==> src/rtl/replica_slot_selector_top_macros.svh <==
// ----------------------------------------------------------------------------
// replica slot selector assertion macros
// concurrent assertion wrappers, empty when SYNTHESIS is defined
// ----------------------------------------------------------------------------
`ifndef REPLICA_SLOT_SELECTOR_TOP_MACROS_SVH
`define REPLICA_SLOT_SELECTOR_TOP_MACROS_SVH

`ifndef SYNTHESIS
// same-cycle implication
`define RSS_ASSERT_IMPL(lbl, clk, rst_n, ante, cons) \
  lbl: assert property (@(posedge clk) disable iff (!rst_n) (ante) |-> (cons)) \
    else $error("assertion failed");
// next-cycle implication
`define RSS_ASSERT_NEXT(lbl, clk, rst_n, ante, cons) \
  lbl: assert property (@(posedge clk) disable iff (!rst_n) (ante) |=> (cons)) \
    else $error("assertion failed");
`else
`define RSS_ASSERT_IMPL(lbl, clk, rst_n, ante, cons)
`define RSS_ASSERT_NEXT(lbl, clk, rst_n, ante, cons)
`endif

`endif

==> src/rtl/rss_pkg.sv <==
// ----------------------------------------------------------------------------
// rss_pkg
// shared types, constants and helpers of the replica slot selector
// ----------------------------------------------------------------------------
package rss_pkg;

  // fixed geometry
  localparam int MaxReplicas = 4;
  localparam int MaxRacks    = 4;
  localparam int Slots       = 4;
  localparam int SlotW       = 2;
  localparam int IdxW        = 8;
  localparam int CntW        = 3;

  typedef enum logic [1:0] {
    KIND_MASTER  = 2'd0,
    KIND_SEQ     = 2'd1,
    KIND_RACK    = 2'd2,
    KIND_SEQ_ALT = 2'd3
  } kind_e;

  typedef logic [SlotW-1:0] slot_t;

  // stage 1: scan order worked out
  typedef struct packed {
    kind_e                             kind;
    logic [CntW-1:0]                   cnt;
    logic [CntW-1:0]                   nracks;
    logic [IdxW-1:0]                   start;
    logic [Slots-1:0]                  usable;
    logic [Slots-1:0]                  prev;
    logic [MaxRacks-1:0][Slots-1:0]    rack;
    slot_t [Slots-1:0]                 seq_slot;
    slot_t [Slots-1:0]                 rack_slot;
  } s1_t;

  // stage 2: per position candidate flags
  typedef struct packed {
    kind_e                             kind;
    logic [CntW-1:0]                   cnt;
    logic [IdxW-1:0]                   start;
    logic                              use0;
    slot_t [Slots-1:0]                 seq_slot;
    slot_t [Slots-1:0]                 rack_slot;
    logic [Slots-1:0]                  seq_hit;
    logic [MaxRacks-1:0][Slots-1:0]    hit;
    logic [MaxRacks-1:0][Slots-1:0]    fb1;
    logic [Slots-1:0]                  fb2;
  } s2_t;

  // stage 3: result
  typedef struct packed {
    logic            found;
    slot_t           slot;
    logic [IdxW-1:0] next;
  } res_t;

  // 9-bit value mod 3 by folding base-4 digits
  function automatic logic [1:0] mod3(input logic [8:0] x);
    logic [3:0] s;
    logic [2:0] t;
    logic [2:0] u;
    s = 4'(x[1:0]) + 4'(x[3:2]) + 4'(x[5:4]) + 4'(x[7:6]) + 4'(x[8]);
    t = 3'(s[1:0]) + 3'(s[3:2]);
    u = 3'(t[1:0]) + 3'(t[2]);
    mod3 = (u == 3'd3) ? 2'd0 : u[1:0];
  endfunction

  // value mod replica count, count already clamped to 0..4
  function automatic slot_t mod_count(input logic [8:0] x, input logic [CntW-1:0] cnt);
    unique case (cnt)
      3'd2:    mod_count = slot_t'(x[0]);
      3'd3:    mod_count = mod3(x);
      3'd4:    mod_count = x[1:0];
      default: mod_count = '0;
    endcase
  endfunction

endpackage

==> src/rtl/rss_order.sv <==
// ----------------------------------------------------------------------------
// rss_order
// first stage: clamps counts and works out the slot scan order of both
// rotating modes
// ----------------------------------------------------------------------------
module rss_order (
  input  logic                       clk_i,
  input  logic                       en_i,
  input  logic [1:0]                 kind_i,
  input  logic [rss_pkg::CntW-1:0]   replica_count_i,
  input  logic [rss_pkg::IdxW-1:0]   start_index_i,
  input  logic [rss_pkg::Slots-1:0]  slot_present_i,
  input  logic [rss_pkg::Slots-1:0]  slot_active_i,
  input  logic [rss_pkg::Slots-1:0]  slot_is_previous_i,
  input  logic [15:0]                rack_match_i,
  input  logic [rss_pkg::CntW-1:0]   rack_count_i,
  output rss_pkg::s1_t               s1_o
);
  import rss_pkg::*;

  s1_t s1_d, s1_q;

  // clamp and scan order
  always_comb begin
    logic [IdxW-1:0] seq8;
    logic [8:0]      rack9;
    s1_d.kind   = kind_e'(kind_i);
    s1_d.cnt    = (replica_count_i > CntW'(MaxReplicas)) ? CntW'(MaxReplicas)
                                                         : replica_count_i;
    s1_d.nracks = (rack_count_i > CntW'(MaxRacks)) ? CntW'(MaxRacks) : rack_count_i;
    s1_d.start  = start_index_i;
    s1_d.usable = slot_present_i & slot_active_i;
    s1_d.prev   = slot_is_previous_i;
    s1_d.rack   = rack_match_i;
    for (int i = 0; i < Slots; i++) begin
      // sequence index wraps at 8 bits, rack scan index does not
      seq8  = start_index_i + IdxW'(i);
      rack9 = {1'b0, start_index_i} + 9'(i);
      s1_d.seq_slot[i]  = mod_count({1'b0, seq8}, s1_d.cnt);
      s1_d.rack_slot[i] = mod_count(rack9, s1_d.cnt);
    end
  end

  // stage register
  always_ff @(posedge clk_i) begin
    if (en_i) begin
      s1_q <= s1_d;
    end
  end

  assign s1_o = s1_q;

endmodule

==> src/rtl/rss_match.sv <==
// ----------------------------------------------------------------------------
// rss_match
// second stage: flags each scan position as sequence hit, rack hit or fallback candidate
// ----------------------------------------------------------------------------
module rss_match (
  input  logic         clk_i,
  input  logic         en_i,
  input  rss_pkg::s1_t s1_i,
  output rss_pkg::s2_t s2_o
);
  import rss_pkg::*;

  s2_t s2_d, s2_q;

  always_comb begin
    logic  in_use;
    logic  fresh;
    slot_t sl;
    s2_d.kind      = s1_i.kind;
    s2_d.cnt       = s1_i.cnt;
    s2_d.start     = s1_i.start;
    s2_d.use0      = s1_i.usable[0];
    s2_d.seq_slot  = s1_i.seq_slot;
    s2_d.rack_slot = s1_i.rack_slot;
    // sequence positions
    for (int i = 0; i < Slots; i++) begin
      s2_d.seq_hit[i] = (CntW'(i) < s1_i.cnt) && s1_i.usable[s1_i.seq_slot[i]];
    end
    // prefer-rack positions
    for (int j = 0; j < Slots; j++) begin
      sl     = s1_i.rack_slot[j];
      in_use = (CntW'(j) < s1_i.cnt) && s1_i.usable[sl];
      fresh  = !s1_i.prev[sl];
      s2_d.fb2[j] = in_use && !fresh && (s1_i.nracks != '0);
      for (int r = 0; r < MaxRacks; r++) begin
        s2_d.hit[r][j] = in_use && fresh && (CntW'(r) < s1_i.nracks) && s1_i.rack[r][sl];
        s2_d.fb1[r][j] = in_use && fresh && (CntW'(r) < s1_i.nracks) && !s1_i.rack[r][sl];
      end
    end
  end

  // stage register
  always_ff @(posedge clk_i) begin
    if (en_i) begin
      s2_q <= s2_d;
    end
  end

  assign s2_o = s2_q;

endmodule

==> src/rtl/rss_pick.sv <==
// ----------------------------------------------------------------------------
// rss_pick
// third stage: priority selection per mode and the output register
// ----------------------------------------------------------------------------
module rss_pick (
  input  logic          clk_i,
  input  logic          en_i,
  input  rss_pkg::s2_t  s2_i,
  output rss_pkg::res_t res_o
);
  import rss_pkg::*;

  res_t res_d, res_q;

  always_comb begin
    logic            sf, rf, f1, f2;
    slot_t           sslot, rslot, slot1, slot2;
    logic [IdxW-1:0] snext;
    // sequence: first hit wins, scanned from the back so the lowest stays
    sf    = 1'b0;
    sslot = '0;
    snext = s2_i.start + IdxW'(s2_i.cnt);
    for (int i = Slots - 1; i >= 0; i--) begin
      if (s2_i.seq_hit[i]) begin
        sf    = 1'b1;
        sslot = s2_i.seq_slot[i];
        snext = s2_i.start + IdxW'(i);
      end
    end
    // prefer rack: earliest rack, then earliest position
    rf    = 1'b0;
    rslot = '0;
    f1    = 1'b0;
    slot1 = '0;
    for (int r = MaxRacks - 1; r >= 0; r--) begin
      for (int j = Slots - 1; j >= 0; j--) begin
        if (s2_i.hit[r][j]) begin
          rf    = 1'b1;
          rslot = s2_i.rack_slot[j];
        end
        if (s2_i.fb1[r][j]) begin
          f1    = 1'b1;
          slot1 = s2_i.rack_slot[j];
        end
      end
    end
    f2    = 1'b0;
    slot2 = '0;
    for (int j = Slots - 1; j >= 0; j--) begin
      if (s2_i.fb2[j]) begin
        f2    = 1'b1;
        slot2 = s2_i.rack_slot[j];
      end
    end
    // mode select
    unique case (s2_i.kind)
      KIND_MASTER: begin
        res_d.found = s2_i.use0;
        res_d.slot  = '0;
        res_d.next  = s2_i.start;
      end
      KIND_RACK: begin
        priority if (rf) begin
          res_d.found = 1'b1;
          res_d.slot  = rslot;
        end else if (f1) begin
          res_d.found = 1'b1;
          res_d.slot  = slot1;
        end else if (f2) begin
          res_d.found = 1'b1;
          res_d.slot  = slot2;
        end else begin
          res_d.found = 1'b0;
          res_d.slot  = '0;
        end
        res_d.next = res_d.found ? IdxW'(res_d.slot) : s2_i.start;
      end
      KIND_SEQ, KIND_SEQ_ALT: begin
        res_d.found = sf;
        res_d.slot  = sslot;
        res_d.next  = snext;
      end
    endcase
  end

  // output register
  always_ff @(posedge clk_i) begin
    if (en_i) begin
      res_q <= res_d;
    end
  end

  assign res_o = res_q;

endmodule

==> src/rtl/replica_slot_selector_top.sv <==
// a request passes through three register stages (order, match, pick) to the result
// throughput: one request per cycle; a stall holds the full stages and bubbles close up
// the ready path is a combinational chain from out_ready_i through the three stage enables
// reset: asynchronous active low; clears stage valid bits and sets rack_count to 0
// no clearing pass, the block accepts requests in the first cycle after reset
// ----------------------------------------------------------------------------
// replica_slot_selector_top
// picks the replica slot that serves a request: master, rotating sequence or
// preferred rack with off-rack and previous-slot fallbacks
// ----------------------------------------------------------------------------
`include "replica_slot_selector_top_macros.svh"

module replica_slot_selector_top (
  input  logic                       clk_i,
  input  logic                       rst_ni,
  // configuration
  input  logic                       cfg_we_i,
  input  logic [rss_pkg::CntW-1:0]   cfg_wdata_i,
  // request channel
  input  logic                       in_valid_i,
  output logic                       in_ready_o,
  input  logic [1:0]                 kind_i,
  input  logic [rss_pkg::CntW-1:0]   replica_count_i,
  input  logic [rss_pkg::IdxW-1:0]   start_index_i,
  input  logic [rss_pkg::Slots-1:0]  slot_present_i,
  input  logic [rss_pkg::Slots-1:0]  slot_active_i,
  input  logic [rss_pkg::Slots-1:0]  slot_is_previous_i,
  input  logic [15:0]                rack_match_i,
  // result channel
  output logic                       out_valid_o,
  input  logic                       out_ready_i,
  output logic                       found_o,
  output logic [rss_pkg::SlotW-1:0]  chosen_slot_o,
  output logic [rss_pkg::IdxW-1:0]   next_index_o
);
  import rss_pkg::*;

  logic [CntW-1:0] rack_count_q;
  logic            v1_q, v2_q, v3_q;
  logic            en1, en2, en3;
  s1_t             s1;
  s2_t             s2;
  res_t            res;

  // rack count register
  always_ff @(posedge clk_i or negedge rst_ni) begin
    if (!rst_ni) begin
      rack_count_q <= '0;
    end else if (cfg_we_i) begin
      rack_count_q <= cfg_wdata_i;
    end
  end

  // stage enables, a stage loads when empty or when its content moves on
  assign en3 = !v3_q || out_ready_i;
  assign en2 = !v2_q || en3;
  assign en1 = !v1_q || en2;

  assign in_ready_o  = en1;
  assign out_valid_o = v3_q;

  // valid bits follow the data
  always_ff @(posedge clk_i or negedge rst_ni) begin
    if (!rst_ni) begin
      v1_q <= 1'b0;
      v2_q <= 1'b0;
      v3_q <= 1'b0;
    end else begin
      if (en1) v1_q <= in_valid_i;
      if (en2) v2_q <= v1_q;
      if (en3) v3_q <= v2_q;
    end
  end

  rss_order u_order (
    .clk_i              (clk_i),
    .en_i               (en1),
    .kind_i             (kind_i),
    .replica_count_i    (replica_count_i),
    .start_index_i      (start_index_i),
    .slot_present_i     (slot_present_i),
    .slot_active_i      (slot_active_i),
    .slot_is_previous_i (slot_is_previous_i),
    .rack_match_i       (rack_match_i),
    .rack_count_i       (rack_count_q),
    .s1_o               (s1)
  );

  rss_match u_match (
    .clk_i (clk_i),
    .en_i  (en2),
    .s1_i  (s1),
    .s2_o  (s2)
  );

  rss_pick u_pick (
    .clk_i (clk_i),
    .en_i  (en3),
    .s2_i  (s2),
    .res_o (res)
  );

  assign found_o       = res.found;
  assign chosen_slot_o = res.slot;
  assign next_index_o  = res.next;

  // checks
  `RSS_ASSERT_IMPL(a_slot_zero_on_miss, clk_i, rst_ni, out_valid_o && !found_o, chosen_slot_o == '0)
  `RSS_ASSERT_IMPL(a_stall_only_when_full, clk_i, rst_ni, !in_ready_o, v1_q && v2_q && v3_q && !out_ready_i)
  `RSS_ASSERT_IMPL(a_out_from_stage2, clk_i, rst_ni, $rose(out_valid_o), $past(v2_q))

endmodule
==> config.mk <==
export PLATFORM = sky130hd
export DESIGN_NAME = replica_slot_selector_top
export DESIGN_NICKNAME = d
export VERILOG_FILES = /design/src/rtl/rss_pkg.sv /design/src/rtl/rss_order.sv /design/src/rtl/rss_match.sv /design/src/rtl/rss_pick.sv /design/src/rtl/replica_slot_selector_top.sv
export VERILOG_INCLUDE_DIRS = /design/src /design/src/rtl
export SDC_FILE = /design/constraint.sdc
export NUM_CORES = 1
export LEC_CHECK = 0
export BUFFER_PORTS_ARGS = -buffer_cell sky130_fd_sc_hd__buf_2
export CAP_MARGIN = 20
export CORE_ASPECT_RATIO = 1.2
export CORE_MARGIN = 8
export CORE_UTILIZATION = 45
export DETAILED_ROUTE_END_ITERATION = 8
export MAX_ROUTING_LAYER = met4
export SLEW_MARGIN = 20
export SYNTH_ARGS = -nofsm -noshare
export SYNTH_HDL_FRONTEND = slang
export SYNTH_HIERARCHICAL = 1
export SYNTH_SLANG_ARGS = --single-unit
==> constraint.sdc <==
create_clock -name clk_i -period 2.9 [get_ports clk_i]
set_input_delay 0.29 -clock clk_i [delete_from_list [all_inputs] [get_ports clk_i]]
set_output_delay 0.29 -clock clk_i [all_outputs]
set_load 0.1 [all_outputs]
## Yosys cells after proc, flatten, opt, wreduce, memory -nomap -nowiden

Cells that the tools add are included.

| cells by class | value |
|---|---|
| add/sub/neg operators | 48 |
| multiply operators | 0 |
| div/mod/pow operators | 0 |
| $lt $le $gt $ge | 17 |
| eq/ne operators | 13 |
| shifts and indexed selects | 0 |
| muxes and demuxes | 159 |
| bitwise gates (word level) | 1 |
| reduce and logical (&&, ||, !) cells | 96 |

Operators with widths:

| cell | count |
|---|---|
| $mux W2 | 47 |
| $logic_and A1 B1 Y1 | 67 |
| $mux W1 | 67 |
| $add A4 B2 Y4 | 14 |
| $bmux W1 S2 | 27 |
| $add A2 B2 Y3 | 14 |
| $pmux W2 S3 | 7 |
| $mux W8 | 5 |
| $pmux W11 S3 | 1 |
| $add A8 B2 Y8 const B | 4 |
| $eq A3 B2 Y1 const B | 9 |
| $logic_not A1 Y1 | 23 |
| $add A2 B1 Y3 | 7 |
| $lt A2 B3 Y1 const B | 7 |
| $add A8 B2 Y9 const B | 2 |
| $add A8 B1 Y8 const B | 2 |
| $mux W3 | 5 |
| $add A4 B1 Y4 | 3 |
| $lt A1 B3 Y1 const A | 4 |
| $lt A2 B3 Y1 const A | 4 |
| $add A8 B1 Y9 const B | 1 |
| $add A8 B3 Y8 | 1 |
| $gt A3 B3 Y1 const B | 2 |
| $and A4 B4 Y4 | 1 |
| other kinds (7) | 10 |

| word-level totals | value |
|---|---|
| bits in registers | 139 |
| latch bits | 0 |
| RAM bits | 0 |
| bits in read-only memories | 0 |
| memories kept | 0 |

## Depth between registers and ports, before layout

| logic depth | value |
|---|---|
| word-level depth | 21 |
| mapped depth | 19 |
| gate-level depth less buffers | 19 |

## Cells and area by module

The synthesis kept the hierarchy.

By module, submodules not included:

| module | instances | cells an instance | area an instance (µm²) | seq. area each (µm²) |
|---|---|---|---|---|
| rss_order | 1 | 291 | 3,618.5 | 1,621.6 |
| rss_match | 1 | 169 | 3,323.2 | 2,102.0 |
| rss_pick | 1 | 248 | 1,779.2 | 330.3 |
| replica_slot_selector_top | 1 | 16 | 235.2 | 150.1 |

## Worst setup path before layout

Ideal clock, no wire load.

| timing path | value |
|---|---|
| path kind | reg2reg |
| start point | register v3_q, in the netlist out_valid_o |
| end point | register u_order.s1_q, in the netlist u_order/s1_o[10], enable pin |
| arrival | 3.146 ns |
| data required time | 1.852 ns |
| setup slack | -1.294 ns |
| cell stages (with the launch flop) | 3 |
| path buffers | 0 |
| cell sequence | dfrtp_1 > nor2b_4 > nand3_1 |

| on the way | value |
|---|---|
| word-level cells in the longest chain between the ends | 4 |

RTL lines:

| item | line | source |
|---|---|---|
| start, declared | replica_slot_selector_top.sv:39 | `logic v1_q, v2_q, v3_q;` |
| start signal, assigned | replica_slot_selector_top.sv:71 | `if (en3) v3_q <= v2_q;` |
| $logic_not A1 Y1 | replica_slot_selector_top.sv:55 | `assign en3 = !v3_q \|\| out_ready_i;` |
| $logic_or A1 B1 Y1 | replica_slot_selector_top.sv:55 |  |
| $logic_or A1 B1 Y1 | replica_slot_selector_top.sv:56 | `assign en2 = !v2_q \|\| en3;` |
| $logic_or A1 B1 Y1 | replica_slot_selector_top.sv:57 | `assign en1 = !v1_q \|\| en2;` |
| named net in_ready_o | replica_slot_selector_top.sv:21 | `output logic in_ready_o,` |
| end signal, assigned | rss_order.sv:47 | `s1_q <= s1_d;` |
| end, declared | rss_order.sv:21 | `s1_t s1_d, s1_q;` |

The timed path passes the listed nets, and every way through them passes these cells.
A chain may end at the register's enable or synchronous reset.

==> reports/summary.txt <==
total chip power: 0.00858 W
critical path arrival: 3.94 ns
Crit Path Category: primary input to flip-flop
Final setup violation count: 14
most common flop cell mapped by yosys: edfxtp_1
area delta synth->final: 21.1%
DR pass1 iterations: 5
GRT Residual Overflow: 0
Clock Path Buffers: 2
maxcap violations: 0
WP depth: 19
fmax: 263 MHz
core area: 19500 µm²
Top delay family on crit path: adder cells
Syn Inst Count: 724
worst skew pair latency: 0.42 ns
Num CTS Buffers: 17
CTS tree: built
Hold Path Class: primary input to flip-flop
largest net degree at the start of global routing: 72
Die W: 145 µm
synth unique cells: 73
ant diodes: 0
worst r2r path cells: 8
post-synth top area cell: edfxtp_1
Critical R2R Capture: u_pick/res_o[7]
Synth top area share: 0.453
required time of the critical path: 3.04 ns
CTS Root Cell: clkbuf_16
GPL Wtd Cong: 0.869
Slew Limit Fails: 0
CP Max Fanout: 4
Slew @ Worst Pin: 0.857 ns
first-pass GRT wire length: 33500 µm
sequential share of the synthesized area: 0.469
Synthesized Nets: 851
period utilisation layout: 1.31
synth top area cells: edfxtp_1, fa_1, mux4_2
via count: 6191
violated checks: setup timing
hold path depth: 1
gr usage total: 0.181
layout cell share with drive strength beyond 1: 0.337
Worst Hold End: u_order/s1_o[31]
CP Capture Type: flip-flop
crit start category: primary input
Leakage: 4.16 nW
most frequent cells in the layout: edfxtp_1, inv_1, buf_2
status: finished, violations left
final WL: 20500 µm
Cell Rows: 56
Wirelength per Cell: 18.7 µm
die area: 24700 µm²
Setup Skew: 0.00966 ns
WP buf/inv: 7
Slew HR: 0.429
CP cell instances: buf_8, clkinvlp_4, buf_6, ha_4, nand3b_1, xor2_2, inv_1, fa_2, fa_1, ha_2, fa_1, ha_1, inv_1, fa_1, inv_2, ha_4, inv_1, o21ai_1, o21ai_1
VDD IR max: 0.695 mV
Hold Vio Cnt, Final: 0
total clock sinks: 141
Post-DP Area: 9960 µm²
Synth async-reset ratio: 0.0426
# port buffers: 61
P per Cell Area: 791 nW/µm²
most common cell after layout, fill and taps aside: edfxtp_1
mapped cell area: 8960 µm²
Starting DRT DRC Count: 531
post-synthesis register bit count: 141
Design Area, Final: 10800 µm²
RR Startpoint: u_match/s2_o[39]
Max stage delay on crit path: 0.49 ns
clk slew on worst S/H paths: 0.06 ns
initial antenna violation count: 0
fin nets: 951
vias in the first global route: 6455
Reg2Reg Setup Slack: 0.39 ns
DP Worst Slack: -1.44 ns
Post-synth EDFFs: 135
hold slack: 0.0439 ns
Tmin final: 3.80 ns
DP HPWL: 15700 µm
htree depth: 4
syn_area_per_cell: 12.4 µm²
I/O Pins: 62
Fin Setup TNS: -10.67 ns
Final Worst Setup Slack: -0.900 ns
Post-route DRC: 0
Die Y: 171 µm
Starting Density: 0.458
Critical-path top delay cell: fa_1
yosys warns: 6
number of vias per cell: 5.64
worst hold start: rack_match_i[15]
RSZ-0062 raised after global routing: true
antenna viol nets, final: 0
[worst reg2reg max path, cell delays in order, from the launching register on]
cell	delay, ns
edfxtp_1	0.46
or2_2	0.35
ha_1	0.27
a21o_1	0.10
a2111oi_0	0.09
or4_1	0.55
nor2_1	0.20
nand3_1	0.12
mux2i_1	0.13
[cell usage after synthesis, drive strengths merged (7+ instances only)]
| master | n |
|---|---|
| nor2b | 24 |
| nand3b | 8 |
| nor4 | 18 |
| nor4b | 18 |
| mux4 | 26 |
| a2111oi | 7 |
| nand2 | 44 |
| o21ai | 48 |
| edfxtp | 135 |
| fa | 34 |
| clkbuf | 12 |
| nand3 | 11 |
| nor3b | 14 |
| mux2i | 7 |
| ha | 44 |
| nor3 | 13 |
| xnor2 | 18 |
| nor2 | 21 |
| inv | 81 |
| nand2b | 7 |
| a21oi | 37 |
| a211oi | 8 |
| buf | 18 |
[where the power goes]
part | total [W] | internal [W] | leakage, nW | switching [W]
sequential | 0.00305 | 0.00263 | 1.50 | 0.000415
clock | 0.00206 | 0.00114 | 0.277 | 0.000926
combinational | 0.00347 | 0.00159 | 2.38 | 0.00188
[layer usage]
metal / track usage / wire [µm] / vias up / part of all wire
met3: 0.0231 / 713 / 37 / 0.035
met5: - / 0 / - / 0
met1: 0.230 / 9220 / 3075 / 0.45
met2: 0.287 / 10100 / 179 / 0.49
met4: 0.0739 / 476 / 0 / 0.023
li1: - / - / 2900 / -
[cells by family after synthesis]
| group | after synthesis | synth area share |
|---|---|---|
| adder cells (fa/ha/maj) | 78 | 0.137 |
| AND/OR/NAND/NOR | 201 | 0.146 |
| AO/OA/AOI/OAI | 136 | 0.0958 |
| buffers and inverters | 111 | 0.0531 |
| multiplexers | 36 | 0.0770 |
| XOR/XNOR | 21 | 0.0214 |
| flip-flops | 141 | 0.469 |
[state kept, by name, indices dropped and copies added (netlist names)]
name,cells
v1_q,1
v2_q,1
u_order/s1_o,54
u_pick/res_o,11
u_match/s2_o,70
rack_count_q,3
out_valid_o,1
[area by class of cell]
| type | instances | area (µm²) |
|---|---|---|
| fillers | 1640 | 8700 |
| multi-input cells | 472 | 4670 |
| flip-flops and latches | 141 | 4210 |
| repair buffers | 111 | 747 |
| clock buffers | 17 | 425 |
| well taps | 261 | 327 |
| inverters | 81 | 317 |
| clock inverters | 15 | 153 |
[metrics by stage]
stage	cells	util
finish	1098	0.555
global route	1098	0.555
detailed placement	1058	0.510
global placement	1058	0.510
floorplan	724	-
CTS	1096	0.547
[repair_timing]
action | 4_1_cts | 5_1_grt
hold buffers | 1 | 0
setup buffers | 5 | 3
endpoints found under the hold margin | 6 | 0
endpoints found under the setup margin | 14 | 14
pin swaps | 29 | 28
resized for setup | 29 | 38
[worst max path at each step]
stage,start,endpoint,slack [ns]
3_3_place_gp,start_index_i[1],u_order/s1_o[6],-1.40
2_1_floorplan,start_index_i[1],u_order/s1_o[14],-1.10
5_1_grt,start_index_i[1],u_order/s1_o[14],-1.05
6_report,start_index_i[1],u_order/s1_o[14],-0.90
4_1_cts,start_index_i[1],u_order/s1_o[6],-0.93
3_5_place_dp,start_index_i[1],u_order/s1_o[6],-1.44
Note: power is estimated with default switching activity, not from simulation.
